--- config.mk ---
export PLATFORM = sky130hd
export DESIGN_NAME = positional_list_engine
export DESIGN_NICKNAME = d
export VERILOG_FILES = /design/src/sv/poslst_pkg.sv /design/src/sv/poslst_dp.sv /design/src/sv/poslst_ctrl.sv /design/src/sv/positional_list_engine.sv
export SDC_FILE = /design/constraint.sdc
export NUM_CORES = 2
export LEC_CHECK = 0
export BUFFER_PORTS_ARGS = -buffer_cell sky130_fd_sc_hd__buf_2
export CORE_UTILIZATION = 55
export CTS_CLUSTER_DIAMETER = 200
export CTS_CLUSTER_SIZE = 20
export DETAILED_ROUTE_END_ITERATION = 8
export HOLD_SLACK_MARGIN = 0.02
export PLACE_DENSITY = 0.71
export SYNTH_ARGS = -nofsm -noshare
export SYNTH_HDL_FRONTEND = slang
export SYNTH_HIERARCHICAL = 1
export SYNTH_SLANG_ARGS = --single-unit
--- constraint.sdc ---
create_clock -name clk_i -period 6.9 [get_ports clk_i]
set_input_delay 0.345 -clock clk_i [delete_from_list [all_inputs] [get_ports clk_i]]
set_output_delay 0.345 -clock clk_i [all_outputs]
set_load 0.02 [all_outputs]
--- src/sv/poslst_pkg.sv ---
// Package for the positional list engine: field widths, opcode, status and
// operation-kind codes, and the command and status bundles between the
// controller and the datapath. No dependencies.
`default_nettype none

package poslst_pkg;

  // Defaults for the top-level parameters.
  localparam int unsigned CAPACITY_DEF   = 32;
  localparam int unsigned DATA_WIDTH_DEF = 32;

  // Fixed field widths of the stream payloads.
  localparam int unsigned OPCODE_W   = 3;
  localparam int unsigned VALUE_W    = 32;
  localparam int unsigned POSITION_W = 6;
  localparam int unsigned STATUS_W   = 2;
  localparam int unsigned COUNT_W    = 6;
  localparam int unsigned RDATA_W    = 32;

  localparam int unsigned IN_FIELDS_W  = OPCODE_W + VALUE_W + POSITION_W;
  localparam int unsigned OUT_FIELDS_W = STATUS_W + COUNT_W + RDATA_W;
  localparam int unsigned IN_TDATA_W   = ((IN_FIELDS_W + 7) / 8) * 8;
  localparam int unsigned OUT_TDATA_W  = ((OUT_FIELDS_W + 7) / 8) * 8;

  typedef enum logic [OPCODE_W-1:0] {
    OP_INS_FIRST = 3'd0,
    OP_INS_LAST  = 3'd1,
    OP_INS_AT    = 3'd2,
    OP_DEL_FIRST = 3'd3,
    OP_DEL_LAST  = 3'd4,
    OP_DEL_AT    = 3'd5,
    OP_READ_AT   = 3'd6
  } opcode_e;

  typedef enum logic [STATUS_W-1:0] {
    STAT_OK      = 2'd0,
    STAT_BAD_POS = 2'd1,
    STAT_EMPTY   = 2'd2,
    STAT_FULL    = 2'd3
  } status_e;

  typedef enum logic [1:0] {
    KIND_NONE = 2'd0,
    KIND_INS  = 2'd1,
    KIND_DEL  = 2'd2,
    KIND_READ = 2'd3
  } kind_e;

  // Commands from the controller to the datapath.
  typedef struct packed {
    logic capture;
    logic walk_start;
    logic walk_step;
    logic link_new;
    logic link_prev;
    logic unlink;
    logic elem_read;
    logic load_result;
  } cmd_t;

  // Status from the datapath to the controller.
  typedef struct packed {
    kind_e kind;
    logic  stat_ok;
    logic  tgt_one;
    logic  walk_last;
    logic  out_free;
  } stat_t;

endpackage

`default_nettype wire

--- src/sv/poslst_dp.sv ---
// Datapath of the positional list engine: element and link memories, head,
// free map, count, walk registers and the result register.
// Depends on poslst_pkg.
`default_nettype none

module poslst_dp
  import poslst_pkg::*;
#(
  parameter int unsigned CAPACITY   = CAPACITY_DEF,
  parameter int unsigned DATA_WIDTH = DATA_WIDTH_DEF
) (
  input  wire logic                         clk_i,
  input  wire logic                         rst_ni,
  input  wire logic [OPCODE_W-1:0]          opcode_i,
  input  wire logic signed [VALUE_W-1:0]    value_i,
  input  wire logic [POSITION_W-1:0]        position_i,
  input  wire cmd_t                         cmd_i,
  output      stat_t                        stat_o,
  input  wire logic                         m_tready_i,
  output      logic                         m_tvalid_o,
  output      logic [STATUS_W-1:0]          status_o,
  output      logic [COUNT_W-1:0]           count_o,
  output      logic signed [RDATA_W-1:0]    read_value_o
);

  localparam int unsigned SLOT_W = $clog2(CAPACITY);
  localparam int unsigned CW     = $clog2(CAPACITY + 1);
  localparam int unsigned CMP_W  = ((CW > POSITION_W) ? CW : POSITION_W) + 1;
  localparam int unsigned GROUPS = (CAPACITY + 7) / 8;

  // Memories.
  logic [DATA_WIDTH-1:0] elem_mem [CAPACITY];
  logic [SLOT_W-1:0]     link_mem [CAPACITY];

  // Control state.
  logic [SLOT_W-1:0]   head_q;
  logic [CAPACITY-1:0] free_map_q;
  logic [CW-1:0]       count_q;
  logic [CW-1:0]       walk_cnt_q;
  logic                walk_first_q;
  logic                out_valid_q;

  // Captured item.
  kind_e               kind_q,  kind_d;
  status_e             stat_q,  stat_d;
  logic [CW-1:0]       tgt_q;
  logic                tgt_one_q;
  logic [DATA_WIDTH-1:0] value_q;
  logic [SLOT_W-1:0]   alloc_q;

  // Walk registers.
  logic [SLOT_W-1:0]   cur_q;
  logic [SLOT_W-1:0]   prev_q;
  logic [SLOT_W-1:0]   link_rd_q;
  logic [SLOT_W-1:0]   link_raddr;
  logic [DATA_WIDTH-1:0] elem_rd_q;

  // Result register payload.
  logic [STATUS_W-1:0] out_status_q;
  logic [COUNT_W-1:0]  out_count_q;
  logic [RDATA_W-1:0]  out_rdata_q;

  logic [CMP_W-1:0]    pos_x, cnt_x, cnt_p1, tgt_x;
  logic [GROUPS*8-1:0] free_pad;
  logic [SLOT_W-1:0]   free_slot;
  logic                lw_en;
  logic [SLOT_W-1:0]   lw_addr;
  logic [SLOT_W-1:0]   lw_data;

  // Decode and range checks on the incoming item.
  assign pos_x  = CMP_W'(position_i);
  assign cnt_x  = CMP_W'(count_q);
  assign cnt_p1 = cnt_x + CMP_W'(1);

  always_comb begin
    kind_d = KIND_NONE;
    stat_d = STAT_OK;
    tgt_x  = pos_x;
    unique case (opcode_i)
      OP_INS_FIRST: begin
        kind_d = KIND_INS;
        tgt_x  = CMP_W'(1);
      end
      OP_INS_LAST: begin
        kind_d = KIND_INS;
        tgt_x  = cnt_p1;
      end
      OP_INS_AT: begin
        kind_d = KIND_INS;
        if (pos_x == '0 || pos_x > cnt_p1) begin
          stat_d = STAT_BAD_POS;
        end
      end
      OP_DEL_FIRST: begin
        kind_d = KIND_DEL;
        tgt_x  = CMP_W'(1);
        if (cnt_x == '0) begin
          stat_d = STAT_EMPTY;
        end
      end
      OP_DEL_LAST: begin
        kind_d = KIND_DEL;
        tgt_x  = cnt_x;
        if (cnt_x == '0) begin
          stat_d = STAT_EMPTY;
        end
      end
      OP_DEL_AT, OP_READ_AT: begin
        kind_d = (opcode_i == OP_READ_AT) ? KIND_READ : KIND_DEL;
        if (pos_x == '0 || pos_x > cnt_x) begin
          stat_d = STAT_BAD_POS;
        end
      end
      default: begin
        kind_d = KIND_NONE;
      end
    endcase
    if (kind_d == KIND_INS && stat_d == STAT_OK && cnt_x >= CMP_W'(CAPACITY)) begin
      stat_d = STAT_FULL;
    end
  end

  // Lowest free slot: a priority pick inside each group of eight, then
  // across the groups.
  assign free_pad = (GROUPS*8)'(free_map_q);

  always_comb begin : find_free
    int         slot_v;
    logic [2:0] idx_v;
    logic       any_v;
    slot_v = 0;
    for (int g = GROUPS - 1; g >= 0; g--) begin
      any_v = 1'b0;
      idx_v = 3'd0;
      for (int i = 7; i >= 0; i--) begin
        if (free_pad[g*8+i]) begin
          any_v = 1'b1;
          idx_v = 3'(i);
        end
      end
      if (any_v) begin
        slot_v = g * 8 + int'(idx_v);
      end
    end
    free_slot = SLOT_W'(slot_v);
  end

  // Captured item registers.
  always_ff @(posedge clk_i) begin
    if (cmd_i.capture) begin
      kind_q    <= kind_d;
      stat_q    <= stat_d;
      tgt_q     <= CW'(tgt_x);
      tgt_one_q <= (tgt_x == CMP_W'(1));
      value_q   <= DATA_WIDTH'(value_i);
      alloc_q   <= free_slot;
    end
  end

  // List walk: each step reads the link of the slot it reaches.
  assign link_raddr = walk_first_q ? head_q : link_rd_q;

  always_ff @(posedge clk_i) begin
    if (cmd_i.walk_step) begin
      link_rd_q <= link_mem[link_raddr];
      cur_q     <= link_raddr;
      prev_q    <= cur_q;
    end
  end

  // Link memory write port.
  always_comb begin
    lw_en   = 1'b0;
    lw_addr = alloc_q;
    lw_data = link_rd_q;
    if (cmd_i.link_new) begin
      lw_en   = 1'b1;
      lw_addr = alloc_q;
      lw_data = tgt_one_q ? head_q : link_rd_q;
    end else if (cmd_i.link_prev) begin
      lw_en   = 1'b1;
      lw_addr = cur_q;
      lw_data = alloc_q;
    end else if (cmd_i.unlink && !tgt_one_q) begin
      lw_en   = 1'b1;
      lw_addr = prev_q;
      lw_data = link_rd_q;
    end
  end

  always_ff @(posedge clk_i) begin
    if (lw_en) begin
      link_mem[lw_addr] <= lw_data;
    end
  end

  always_ff @(posedge clk_i) begin
    if (cmd_i.link_new) begin
      elem_mem[alloc_q] <= value_q;
    end
  end

  always_ff @(posedge clk_i) begin
    if (cmd_i.elem_read) begin
      elem_rd_q <= elem_mem[cur_q];
    end
  end

  // List state.
  always_ff @(posedge clk_i or negedge rst_ni) begin
    if (!rst_ni) begin
      head_q       <= '0;
      free_map_q   <= '1;
      count_q      <= '0;
      walk_cnt_q   <= '0;
      walk_first_q <= 1'b0;
    end else begin
      if (cmd_i.walk_start) begin
        walk_cnt_q   <= (kind_q == KIND_INS) ? tgt_q - CW'(1) : tgt_q;
        walk_first_q <= 1'b1;
      end else if (cmd_i.walk_step) begin
        walk_cnt_q   <= walk_cnt_q - CW'(1);
        walk_first_q <= 1'b0;
      end
      if (cmd_i.link_new) begin
        free_map_q[alloc_q] <= 1'b0;
        count_q             <= count_q + CW'(1);
        if (tgt_one_q) begin
          head_q <= alloc_q;
        end
      end else if (cmd_i.unlink) begin
        free_map_q[cur_q] <= 1'b1;
        count_q           <= count_q - CW'(1);
        if (tgt_one_q) begin
          head_q <= link_rd_q;
        end
      end
    end
  end

  // Result register.
  always_ff @(posedge clk_i or negedge rst_ni) begin
    if (!rst_ni) begin
      out_valid_q <= 1'b0;
    end else if (cmd_i.load_result) begin
      out_valid_q <= 1'b1;
    end else if (m_tready_i) begin
      out_valid_q <= 1'b0;
    end
  end

  always_ff @(posedge clk_i) begin
    if (cmd_i.load_result) begin
      out_status_q <= stat_q;
      out_count_q  <= COUNT_W'(count_q);
      out_rdata_q  <= (kind_q == KIND_READ && stat_q == STAT_OK)
                      ? RDATA_W'(signed'(elem_rd_q)) : '0;
    end
  end

  assign m_tvalid_o   = out_valid_q;
  assign status_o     = out_status_q;
  assign count_o      = out_count_q;
  assign read_value_o = out_rdata_q;

  assign stat_o.kind      = kind_q;
  assign stat_o.stat_ok   = (stat_q == STAT_OK);
  assign stat_o.tgt_one   = tgt_one_q;
  assign stat_o.walk_last = (walk_cnt_q == CW'(1));
  assign stat_o.out_free  = !out_valid_q || m_tready_i;

  // Every slot is either free or holds an element of the list.
  a_free_tally: assert property (@(posedge clk_i) disable iff (!rst_ni)
    $countones(free_map_q) + int'(count_q) == CAPACITY)
    else $error("free map and element count disagree");

  a_count_bound: assert property (@(posedge clk_i) disable iff (!rst_ni)
    count_q <= CW'(CAPACITY))
    else $error("element count beyond capacity");

  a_insert_count: assert property (@(posedge clk_i) disable iff (!rst_ni)
    cmd_i.link_new |=> count_q == $past(count_q) + CW'(1))
    else $error("insert did not raise the element count");

  a_load_free: assert property (@(posedge clk_i) disable iff (!rst_ni)
    cmd_i.load_result |-> (!out_valid_q || m_tready_i))
    else $error("result overwritten before its transfer");

endmodule

`default_nettype wire

--- src/sv/poslst_ctrl.sv ---
// Controller of the positional list engine: one-hot state machine that
// sequences capture, list walk, relinking, reads and the result.
// Depends on poslst_pkg.
`default_nettype none

module poslst_ctrl
  import poslst_pkg::*;
(
  input  wire logic  clk_i,
  input  wire logic  rst_ni,
  input  wire logic  s_tvalid_i,
  output      logic  s_tready_o,
  input  wire stat_t stat_i,
  output      cmd_t  cmd_o
);

  typedef enum logic [7:0] {
    S_IDLE      = 8'b0000_0001,
    S_CHECK     = 8'b0000_0010,
    S_WALK      = 8'b0000_0100,
    S_LINK_NEW  = 8'b0000_1000,
    S_LINK_PREV = 8'b0001_0000,
    S_UNLINK    = 8'b0010_0000,
    S_READ      = 8'b0100_0000,
    S_RESP      = 8'b1000_0000
  } state_e;

  state_e state_q, state_d;

  assign s_tready_o = (state_q == S_IDLE);

  always_comb begin
    state_d = state_q;
    cmd_o   = '0;
    unique case (state_q)
      S_IDLE: begin
        if (s_tvalid_i) begin
          cmd_o.capture = 1'b1;
          state_d       = S_CHECK;
        end
      end
      S_CHECK: begin
        if (!stat_i.stat_ok || stat_i.kind == KIND_NONE) begin
          state_d = S_RESP;
        end else if (stat_i.kind == KIND_INS && stat_i.tgt_one) begin
          state_d = S_LINK_NEW;
        end else begin
          cmd_o.walk_start = 1'b1;
          state_d          = S_WALK;
        end
      end
      S_WALK: begin
        cmd_o.walk_step = 1'b1;
        if (stat_i.walk_last) begin
          unique case (stat_i.kind)
            KIND_INS: state_d = S_LINK_NEW;
            KIND_DEL: state_d = S_UNLINK;
            default:  state_d = S_READ;
          endcase
        end
      end
      S_LINK_NEW: begin
        cmd_o.link_new = 1'b1;
        state_d        = stat_i.tgt_one ? S_RESP : S_LINK_PREV;
      end
      S_LINK_PREV: begin
        cmd_o.link_prev = 1'b1;
        state_d         = S_RESP;
      end
      S_UNLINK: begin
        cmd_o.unlink = 1'b1;
        state_d      = S_RESP;
      end
      S_READ: begin
        cmd_o.elem_read = 1'b1;
        state_d         = S_RESP;
      end
      S_RESP: begin
        if (stat_i.out_free) begin
          cmd_o.load_result = 1'b1;
          state_d           = S_IDLE;
        end
      end
      default: begin
        state_d = S_IDLE;
      end
    endcase
  end

  always_ff @(posedge clk_i or negedge rst_ni) begin
    if (!rst_ni) begin
      state_q <= S_IDLE;
    end else begin
      state_q <= state_d;
    end
  end

endmodule

`default_nettype wire

--- src/sv/positional_list_engine.sv ---
// Positional list engine, top level. An item is taken only in the idle state, one at a time.
// Failed or unused operations go straight to the result, an insert at the front skips the
// list walk, and a read, delete or insert (p>1) at position p first walks the list to p.
// The walk through the link memory follows one link per cycle; a new item is taken only once
// the last result is loaded. Reset (rst_ni low, asynchronous) empties the list.
// Depends on poslst_pkg, poslst_ctrl and poslst_dp.
`default_nettype none

module positional_list_engine
  import poslst_pkg::*;
#(
  parameter int unsigned CAPACITY   = CAPACITY_DEF,
  parameter int unsigned DATA_WIDTH = DATA_WIDTH_DEF
) (
  input  wire logic                   clk_i,
  input  wire logic                   rst_ni,
  // Input stream.
  input  wire logic                   s_axis_tvalid_i,
  output      logic                   s_axis_tready_o,
  // Fields from bit 0 up: opcode [2:0], value [34:3], position [40:35], zero padding.
  input  wire logic [IN_TDATA_W-1:0]  s_axis_tdata_i,
  // Result stream.
  output      logic                   m_axis_tvalid_o,
  input  wire logic                   m_axis_tready_i,
  // Fields from bit 0 up: status [1:0], element_count [7:2], read_value [39:8].
  output      logic [OUT_TDATA_W-1:0] m_axis_tdata_o
);

  // The controller and the datapath talk only through these two bundles.
  cmd_t  cmd;
  stat_t stat;

  logic [OPCODE_W-1:0]        opcode;
  logic signed [VALUE_W-1:0]  value;
  logic [POSITION_W-1:0]      position;
  logic [STATUS_W-1:0]        status;
  logic [COUNT_W-1:0]         element_count;
  logic signed [RDATA_W-1:0]  read_value;

  // Unpack the input transfer.
  assign opcode   = s_axis_tdata_i[OPCODE_W-1:0];
  assign value    = s_axis_tdata_i[OPCODE_W +: VALUE_W];
  assign position = s_axis_tdata_i[OPCODE_W + VALUE_W +: POSITION_W];

  // The state machine: capture, walk, relink or read, then hand over the result.
  poslst_ctrl u_ctrl (
    .clk_i      (clk_i),
    .rst_ni     (rst_ni),
    .s_tvalid_i (s_axis_tvalid_i),
    .s_tready_o (s_axis_tready_o),
    .stat_i     (stat),
    .cmd_o      (cmd)
  );

  // The datapath holds the list in two memories and owns the result register, so a finished
  // result may wait for its transfer while the controller returns to idle.
  poslst_dp #(
    .CAPACITY   (CAPACITY),
    .DATA_WIDTH (DATA_WIDTH)
  ) u_dp (
    .clk_i        (clk_i),
    .rst_ni       (rst_ni),
    .opcode_i     (opcode),
    .value_i      (value),
    .position_i   (position),
    .cmd_i        (cmd),
    .stat_o       (stat),
    .m_tready_i   (m_axis_tready_i),
    .m_tvalid_o   (m_axis_tvalid_o),
    .status_o     (status),
    .count_o      (element_count),
    .read_value_o (read_value)
  );

  // Pack the result transfer; the payload is exactly five bytes.
  assign m_axis_tdata_o = OUT_TDATA_W'({read_value, element_count, status});

endmodule

`default_nettype wire
Word-level counts from Yosys, hierarchy flattened

Memories as Yosys holds them, arrays and structs flattened. A register that Yosys moved wholly into a read port is not among the register bits.
Cells that the tools add are included.

$add $sub $neg: 8
Order comparisons: 7
Equality and inequality tests: 23
Muxes and demuxes: 128
Bitwise logic cells: 3
Reductions and logical operators: 30

Operators by type and width:

| operator                                                          | number |
|---|---|
| two-way mux 3 bit                                                 | 33 |
| two-way mux 5 bit                                                 | 14 |
| two-way mux 32 bit                                                | 2 |
| two-way mux 1 bit                                                 | 60 |
| case mux 8 bit (6 select lines)                                   | 1 |
| two-way mux 8 bit                                                 | 5 |
| bitwise AND 32 bit                                                | 1 |
| NOT 32 bit                                                        | 1 |
| OR 32 bit                                                         | 1 |
| two-way mux 6 bit                                                 | 5 |
| case mux 7 bit (3 select lines)                                   | 1 |
| subtractor 6 x 1 -> 6 bit, second input constant                  | 3 |
| logical NOT 7 bit                                                 | 2 |
| case mux 7 bit (2 select lines)                                   | 1 |
| < comparator 5 x 6 -> 1 bit, second input constant                | 2 |
| case mux 2 bit (3 select lines)                                   | 2 |
| adder 5 x 3 -> 5 bit, first input constant                        | 2 |
| demux 1 bit (select 5 bit)                                        | 2 |
| greater-or-equal comparator 5 x 1 -> 1 bit, second input constant | 2 |
| equality test 3 bit, second input constant                        | 3 |
| equality test 8 x 1 -> 1 bit, second input constant               | 1 |
| equality test 8 x 2 -> 1 bit, second input constant               | 1 |
| equality test 8 x 3 -> 1 bit, second input constant               | 1 |
| equality test 8 x 4 -> 1 bit, second input constant               | 1 |
| 29 further kinds                                                  | 52 |

Register bits after elaboration: 157
RAM bits: 1,184
Output and inout port bits: 42
Memories kept: 2

Memory list:

| memory        | words | bits a word | read ports | clocked after memory_dff | wr ports | RTL line        | RTL |
|---|---|---|---|---|---|---|---|
| u_dp.elem_mem | 32    | 32          | 1          | 1                        | 1        | poslst_dp.sv:32 | `logic [DATA_WIDTH-1:0] elem_mem [CAPACITY];` |
| u_dp.link_mem | 32    | 5           | 1          | 1                        | 1        | poslst_dp.sv:33 | `logic [SLOT_W-1:0] link_mem [CAPACITY];` |

Longest topological paths before layout

Word-level depth: 13
Mapped depth: 10
Depth with buffers taken out: 10

Cells and area by module

Netlist, hierarchy kept.

By module, submodules not included:

| module      | times used | cells an instance | area each (um^2) | sequential area each (um^2) |
|---|---|---|---|---|
| poslst_dp   | 1          | 2,721             | 52,920.8         | 40,924.2 |
| poslst_ctrl | 1          | 60                | 545.5            | 201.4 |

Worst setup path after synthesis

Ideal clock, no wire load.

Kind: register to register
Start: register u_ctrl.state_q[3]
End: register u_dp.out_count_q[0], in the netlist u_dp/count_o[0], enable pin
Setup time: 0.539 ns
Arrival: 4.589 ns
Setup slack: 1.772 ns
Cell stages (with the launch flop): 4
Clock period less this slack: 5.128 ns
Path through: dfrtp_1 -> nor2_1 -> nand2_1 -> nor4_1

RTL lines:

| what                   | RTL line          | RTL |
|---|---|---|
| from (decl)            | poslst_ctrl.sv:28 | `state_e state_q, state_d;` |
| from (signal assigned) | poslst_ctrl.sv:94 | `state_q <= state_d;` |
| to (signal assigned)   | poslst_dp.sv:255  | `out_count_q <= COUNT_W'(count_q);` |
| to (decl)              | poslst_dp.sv:60   | `logic [COUNT_W-1:0] out_count_q;` |

==> impl_metrics.csv <==
group,metric,value,unit
outcome,status,"completed",
place,gp_congestion,0.854,
sta,relSlewSlack,16.5,%
sta,period_share,69.9,%
sta,fmax,207,MHz
route,wirelength,121,mm
sta,setup_violations,0,
clock_tree,htreeDepth,3,
sta,setup_tns,0,ps
floorplan,num_rows,113,
clock_tree,cts_resized,0,
grt,grt_pass1_wl,178,mm
setup_path,setup.worst_path.end_class,"flop",
clock_tree,clock-root-buffer,"clkbuf_16",
min_path,whs_path_depth,3,
pwr,ir_drop,0.265,mV
route,vias_per_cell,6.48,
route,vias,27200,
floorplan,die_w,314,µm
floorplan,start_util,55.9,%
final_layout,area_growth,8.88,%
pwr,swShare,23.4,%
pwr,power_frac_comb,6.8,%
route,drt-initial-drc-count,3327,
clock_tree,cts_buffers,78,
pwr,p_int,12.1,mW
clock_tree,hold_buffers,35,
clock_tree,cts_setup_buffers,0,
yosys,muxShareOfSynthArea,11.3,%
sta,slew_violations,0,
yosys,syn_area_per_cell,19.2,µm²
min_path,hold_path.class,"in2reg",
sta,skew,18.5,ps
grt,antenna_found_initial,3,
sta,finalCriticalPeriod,4820,ps
setup_path,crit_chain,"nor4_1, and4b_1, buf_4, clkinv_1, nor2_1, nand2_1, nor2_4, buf_4",
final_layout,nets,2984,
yosys,yosys_warnings,6,
yosys,yosys.area_share.simple,4.96,%
yosys,synth_compound_area_share,4.53,%
yosys,synth_edf_count,1319,
setup_path,arrival,5190,ps
yosys,async_flop_share,4.28,%
pwr,switching_power,3.71,mW
setup_path,cp_num_cells,8,
route,detail_route.wl_per_cell,29.0,µm
run,drv_cap,0,
setup_path,critical-path-max-stage-delay,1170,ps
setup_path,r2r_cells,8,
setup_path,cpMostUsedCell,"buf_4",
yosys,synth_xor_area_share,0.328,%
clock_tree,cts_tree,"done",
pwr,p_leak,18.2,nW
grt,overflow,0,
floorplan,pin_count,94,
clock_tree,cts_sinks,1378,
setup_path,crit_buf_inv,3,
final_layout,mostFrequentLayoutCell,"edfxtp_1",
setup_path,critPathKind,"reg2reg",
route,drt_pass1_iterations,6,
sta,hold_viol,0,
setup_path,worst_path_dominant_cell_family,"simple AND/OR/NAND/NOR gates",
setup_path,worst_setup_path_start_kind,"flop",
final_layout,layout_common_cells,"edfxtp_1, mux4_2, nand2_1",
sta,rsz0062_at_grt,"no",
yosys,synth_area,53500,µm²
yosys,synthAdderAreaFrac,0.599,%
final_layout,diodes,0,
grt,grt_max_degree,104,
setup_path,cpMaxStageDelayCell,"nor2_4",
yosys,ys_ff_latch,1378,
floorplan,die_area,98500,µm²
pwr,clkPwrFrac,29.4,%
sta,tightestPinTransition,1250,ps
route,drc,0,
place,place_hpwl,69.3,mm
yosys,synth_top_family_by_area,"multiplexers",
pwr,power.density,272,nW/µm²
clock_tree,path_clk_slew,90,ps
setup_path,worstPathRequired,7270,ps
grt,first_global_vias,27300,
yosys,ys_seq_area_share,76.9,%
yosys,synthDistinctLibCells,73,
setup_path,path_max_fanout,27,
clock_tree,clockBufferDepth,3,
floorplan,die_height,314,µm
place,port_buffers,86,
yosys,synth_flop_cell,"edfxtp_1",
pwr,seq_power_share,63.8,%
final_layout,fillers,6687,
final_layout,layout-drive-gt1-share,20.3,%
final_layout,design_area,58200,µm²
floorplan,design.core.area,95600,µm²
place,dpl-instance-area,55700,µm²
grt,track_usage,25.0,%
yosys,synth.net_count,2858,
clock_tree,worstSkewPairLatency,680,ps
route,ant_nets,0,
yosys,netlist_instances,2781,
[cell type report]
class | count | area (µm²) | area share, %
flip-flops and latches | 1378 | 41100 | 70.6
multi-input cells | 1223 | 11900 | 20.5
clock buffers | 98 | 2050 | 3.52
well taps | 1265 | 1580 | 2.72
repair buffers | 186 | 1280 | 2.20
inverters | 40 | 150 | 0.258
clock inverters | 6 | 96.3 | 0.165
[cell usage after synthesis, types with 8 or more instances]
library cell	number	area (µm²)
buf_2	26	130
nand2_1	189	709
buf_1	17	63.8
nand3_1	28	140
and3_1	28	175
nor2_1	124	465
a22oi_1	143	1070
a21oi_1	34	170
clkbuf_1	93	349
nor4_1	13	81.3
dfrtp_1	26	651
edfxtp_1	1319	39600
dfstp_2	33	867
and2_1	39	244
mux4_2	261	5880
ha_1	24	300
a31oi_1	32	200
nand3b_1	11	82.6
nor3_1	8	40.0
o21ai_0	71	355
mux2i_1	13	130
nor2b_1	22	138
xnor2_1	13	114
o22ai_1	8	50.1
a22o_1	13	114
inv_1	37	139
nand4_1	42	263
[flip-flops by register name, summed over array words and instances (netlist names), 6 cells and up]
register	cells
u_dp/tgt_q	6
u_dp/link_mem	160
u_dp/elem_mem	1024
u_dp/count_o	6
u_dp/value_q	32
u_dp/elem_rd_q	32
u_dp/read_value_o	32
u_dp/free_map_q	32
u_dp/walk_cnt_q	6
u_ctrl/state_q	8
u_dp/count_q	6
[power by group through the flow]
stage	sequential [mW]	clock, mW	combinational (mW)
after global routing	10.1	4.99	1.19
after global placement	10.2	0	1.03
after CTS	10.1	4.74	1.09
final	10.1	4.66	1.08
after detailed placement	10.3	0	1.07
after floorplan	10.1	0	0.743
[cells by family (layout without fill, tap and decap cells)]
| logic type | count (synthesis) | after routing |
|---|---|---|
| xor+xnor | 20 | 20 |
| buf+inv | 180 | 330 |
| compound gates | 357 | 357 |
| fa+ha+maj | 25 | 25 |
| flops | 1378 | 1378 |
| simple gates | 545 | 545 |
| mux | 276 | 276 |
[per-stage QoR]
| step | util (%) | cells | hold slack (ps) | power (mW) | setup slack [ps] |
|---|---|---|---|---|---|
| 6_report | 60.9 | 4196 | 106 | 15.8 | 2080 |
| 2_1_floorplan | - | 2781 | 49.4 | 10.8 | 1770 |
| 4_1_cts | 60.9 | 4196 | 61.4 | 15.9 | 2160 |
| 3_3_place_gp | 58.3 | 4057 | 444 | 11.3 | 2280 |
| 5_1_grt | 60.9 | 4196 | 75.7 | 16.3 | 1880 |
| 3_5_place_dp | 58.3 | 4057 | 444 | 11.4 | 2200 |
[metal layers]
layer / track usage [%] / share of wire [%] / vias to the layer above
met1: 35.0 / 40 / 14200
met5: 0 / 0.011 / -
met2: 40.6 / 49 / 1295
li1: - / - / 11500
met3: 4.09 / 7.9 / 214
met4: 7.99 / 3.3 / 2
[final timing paths]
kind / from / end / slack, ps
min in group asynchronous: rst_ni / u_dp/walk_cnt_q[3] / 350
max: u_ctrl/state_q[5] / u_dp/elem_mem[29][12] / 2080
min: s_axis_tdata_i[37] / u_dp/tgt_q[2] / 110
max in group asynchronous: rst_ni / u_dp/walk_cnt_q[4] / 6050
min reg2reg: u_dp/stat_q[0] / u_dp/status_o[0] / 450
max reg2reg: u_ctrl/state_q[5] / u_dp/elem_mem[29][12] / 2080
[worst reg2reg max path: stages (launching register included)]
cell and delay [ps]:
dfrtp_1 480, nor4_1 450, and4b_1 260, buf_4 280, clkinv_1 420, nor2_1 300
nand2_1 730, nor2_4 1180, buf_4 400
No activity file was read; power rests on OpenSTA's default activity.
